===== src/rtl/best_fit_space_allocator_macros.svh =====
// ----------------------------------------------------------------------------
// Assertion macros for the best-fit space allocator
// Shared implication forms used by the RTL checks.
// ----------------------------------------------------------------------------
`ifndef BEST_FIT_SPACE_ALLOCATOR_MACROS_SVH
`define BEST_FIT_SPACE_ALLOCATOR_MACROS_SVH

// Same-cycle implication
`define BFSA_ASSERT_IMP(label, clk, rst, ante, cons) \
  label: assert property (@(posedge clk) disable iff (rst) (ante) |-> (cons)) \
    else $error("bfsa same-cycle check failed");

// Next-cycle implication
`define BFSA_ASSERT_NXT(label, clk, rst, ante, cons) \
  label: assert property (@(posedge clk) disable iff (rst) (ante) |=> (cons)) \
    else $error("bfsa next-cycle check failed");

`endif


===== src/rtl/bfsa_ram.sv =====
// ----------------------------------------------------------------------------
// bfsa_ram
// Generic single-write, single-read RAM with registered read data.
// ----------------------------------------------------------------------------
module bfsa_ram #(
  parameter int WIDTH = 8,
  parameter int DEPTH = 64
) (
  input  logic                     clk,
  input  logic                     we,
  input  logic [$clog2(DEPTH)-1:0] waddr,
  input  logic [WIDTH-1:0]         wdata,
  input  logic [$clog2(DEPTH)-1:0] raddr,
  output logic [WIDTH-1:0]         rdata
);

  logic [WIDTH-1:0] mem [DEPTH];

  // write and registered read
  always_ff @(posedge clk) begin
    if (we) begin
      mem[waddr] <= wdata;
    end
    rdata <= mem[raddr];
  end

endmodule


===== config.mk =====
export PLATFORM = sky130hd
export DESIGN_NAME = bfsa_ram
export DESIGN_NICKNAME = d
export VERILOG_FILES = /design/src/rtl/best_fit_space_allocator_macros.svh /design/src/rtl/bfsa_ram.sv
export SDC_FILE = /design/constraint.sdc
export NUM_CORES = 1
export LEC_CHECK = 0
export BUFFER_PORTS_ARGS = -buffer_cell sky130_fd_sc_hd__buf_4
export CORE_ASPECT_RATIO = 0.9
export CORE_MARGIN = 1.5
export CORE_UTILIZATION = 40
export DETAILED_ROUTE_END_ITERATION = 12
export PLACE_DENSITY = 0.63
export SYNTH_ARGS = -nofsm -noshare
export SYNTH_HDL_FRONTEND = slang
export SYNTH_SLANG_ARGS = --single-unit

===== constraint.sdc =====
create_clock -name clk -period 4.38 [get_ports clk]
set_clock_uncertainty 0.15 [all_clocks]
set_input_delay 0.876 -clock clk [delete_from_list [all_inputs] [get_ports clk]]
set_output_delay 0.876 -clock clk [all_outputs]
set_load 0.01 [all_outputs]

==> flow_metrics.tcl <==
set metrics [dict create \
    outcome "finished clean" \
    critical_path_class "in2reg" \
    finalCritPeriodShare_pct 68.6 \
    vdd.ir_drop.worst_mv 0.311 \
    die_h_um 216 \
    yosysUniqueCellTypes 40 \
    finalSetupViolCount 0 \
    start_util_pct 40.8 \
    grt_overflow 0 \
    cap_violations 0 \
    slowest_stage "clkbuf_8" \
    dp_cells 1605 \
    io_pins 30 \
    cpPeakStageDelay_ns 0.66 \
    synth_warnings 0 \
    syn_area_um2 20200 \
    cts.path.max_buffers 3 \
    drt-initial-drc-count 923 \
    antennaDiodeCount 0 \
    seq_area_frac_synth_pct 77.0 \
    avgSynthCellArea_um2 21.5 \
    path_buf_inv 1 \
    drc 0 \
    cp_max_fo 70 \
    grt_pass1_wl_um 66200 \
    cts_max_level 2 \
    worstPathArrival_ns 3.31 \
    finalSetupTns_ns 0 \
    clock_latency_ns 0.58 \
    synth_largest_area_cell "edfxtp_1" \
    rsz0062_at_grt "false" \
    startpoint_type "input pin" \
    cts_resized 0 \
    holdWs_ns 0.509 \
    drive_gt1_share_pct 25.5 \
    num_vias 9527 \
    clk_pin_slew_ns 0.06 \
    core_area_um2 49400 \
    cp-end-kind "flip-flop" \
    crit_chain "clkbuf_8, mux4_2, mux2_2, o221a_2, nor3_1, o32ai_1" \
    hold_buffers 0 \
    syn_nets 962 \
    leakage_uw 0.00701 \
    cts_buffers 52 \
    fmax_mhz 333 \
    grt_usage_pct 17.7 \
    finalWeightedCongestion 0.815 \
    grt_pass1_vias 9612 \
    cts_tree "yes" \
    synth_ff_type "edfxtp_1" \
    tightest_slew_ns 1.01 \
    rrSetupSlack_ns 2.16 \
    hpwl_um 26500 \
    placed_area_um2 21100 \
    crit_family "multiplexers" \
    cts_root_buf "clkbuf_16" \
    period_minus_slack_ns 3.01 \
    cts_sinks 520 \
    powerDensity_nw_per_um2 456 \
    routed_via_density 5.60 \
    area_delta_synth_final_pct 12.7 \
    synthTopCellsByArea "edfxtp_1, mux4_2, nor2_1" \
    firstDrtPassIters 5 \
    synth-edff-count 512 \
    slew_viol_final 0 \
    die_x_um 240 \
    io_buffers 29 \
    antenna_found_initial 0 \
    ys_ff_latch 520 \
    hold_viol 0 \
    final_antenna_net_count 0 \
    postSynth.asyncResetShare_pct 0 \
    cts_setup_buffers 0 \
    grt_max_degree 71 \
    slew-limit-headroom_pct 32.7 \
    final_cell_area_um2 22700 \
    synth_top_area_share_pct 76.2 \
    wl_per_cell_um 26.4 \
    row_count 77 \
    nNetsFinal 1010 \
    final-instance-count-excl-fill 1701 \
    synthCells 940 \
    cp.required_ns 4.69 \
    finalWirelength_um 44900 \
    dieArea_um2 51800 \
    hold_path_class "in2reg" \
]
power by group:
group | total (µW) | internal [µW] | switching [µW]
sequential | 5530 | 5510 | 17.8
clock | 4340 | 2550 | 1790
combinational | 513 | 196 | 317
total | 10400 | 8250 | 2130
layout make-up:
type	instances	area, µm²
Sequential cell	520	15500
Clock buffer	76	1500
Timing Repair Buffer	45	369
Fill cell	4094	26700
Tap cell	671	840
Multi-Input combinational cell	369	4320
Clock inverter	20	171
layout by cell type, fill, tap and decap left out, types with 3 or more instances in the layout:
| cell type | instances |
|---|---|
| nor2b_1 | 14 |
| o2bb2ai_1 | 3 |
| a21oi_1 | 3 |
| mux2i_1 | 23 |
| a22oi_1 | 3 |
| nand3b_1 | 3 |
| nor2_1 | 83 |
| a221oi_1 | 6 |
| nand3_1 | 13 |
| buf_4 | 42 |
| a211oi_1 | 4 |
| nor3_1 | 7 |
| dfxtp_1 | 8 |
| nand2_1 | 19 |
| o2111ai_1 | 3 |
| clkinv_1 | 5 |
| edfxtp_1 | 512 |
| o22ai_1 | 8 |
| clkbuf_8 | 10 |
| clkinv_2 | 11 |
| mux2_2 | 13 |
| o221ai_1 | 8 |
| clkbuf_16 | 53 |
| mux4_2 | 126 |
| clkbuf_1 | 14 |
| bufinv_16 | 3 |
| nand2b_1 | 7 |
routing by layer:
layer	global-route usage, %	vias up	part of all wire, %
met2	26.2	356	45
li1	-	4023	-
met1	26.6	5083	45
met4	4.83	0	1.9
met5	0	-	0
met3	3.99	65	8.1
worst paths after layout:
check | startpoint | endpoint | cells after the start
worst max-delay path | raddr[0] | rdata[4] | 6
worst min-delay path | raddr[5] | rdata[0] | 3
worst max register to register | mem[24][4] | rdata[4] | 5
worst min register to register | mem[18][0] | rdata[0] | 4
tightest hold or removal path, cell delays in order:
cell,delay [ns]
buf_4,0.19
nand2_1,0.08
o2bb2ai_1,0.05
logic make-up after synthesis:
group	count (synthesis)	share of synthesized area, %
AO/OA/AOI/OAI	54	2.07
buffers and inverters	51	1.57
flip-flops	520	77.0
multiplexers	162	15.9
AND/OR/NAND/NOR	153	3.39
synth_stat cells (all sizes together) (3+ instances only):
master   count
o2111ai      3
o221ai       8
a221oi       6
nand2       19
mux4       126
mux2i       23
a211oi       4
buf         34
nor3         7
o21ai        4
clkbuf      17
edfxtp     512
nor2        83
o2bb2ai      3
nor2b       14
o22ai        8
mux2        13
a21oi        3
dfxtp        8
nand2b       7
nand3b       3
a22oi        3
nand3       13
through the flow:
stage	power, µW	utilization [%]	worst slack (ns)
6_report	10400	46.0	1.37
3_3_place_gp	6140	42.6	0.733
4_1_cts	10500	46.0	1.37
3_5_place_dp	6150	42.6	0.743
5_1_grt	10700	46.0	1.29
2_1_floorplan	5920	-	1.69
registers in the layout, summed over array words and instances (netlist names):
name and flops:
mem 512, rdata 8
No activity file was read; power rests on OpenSTA's default activity.
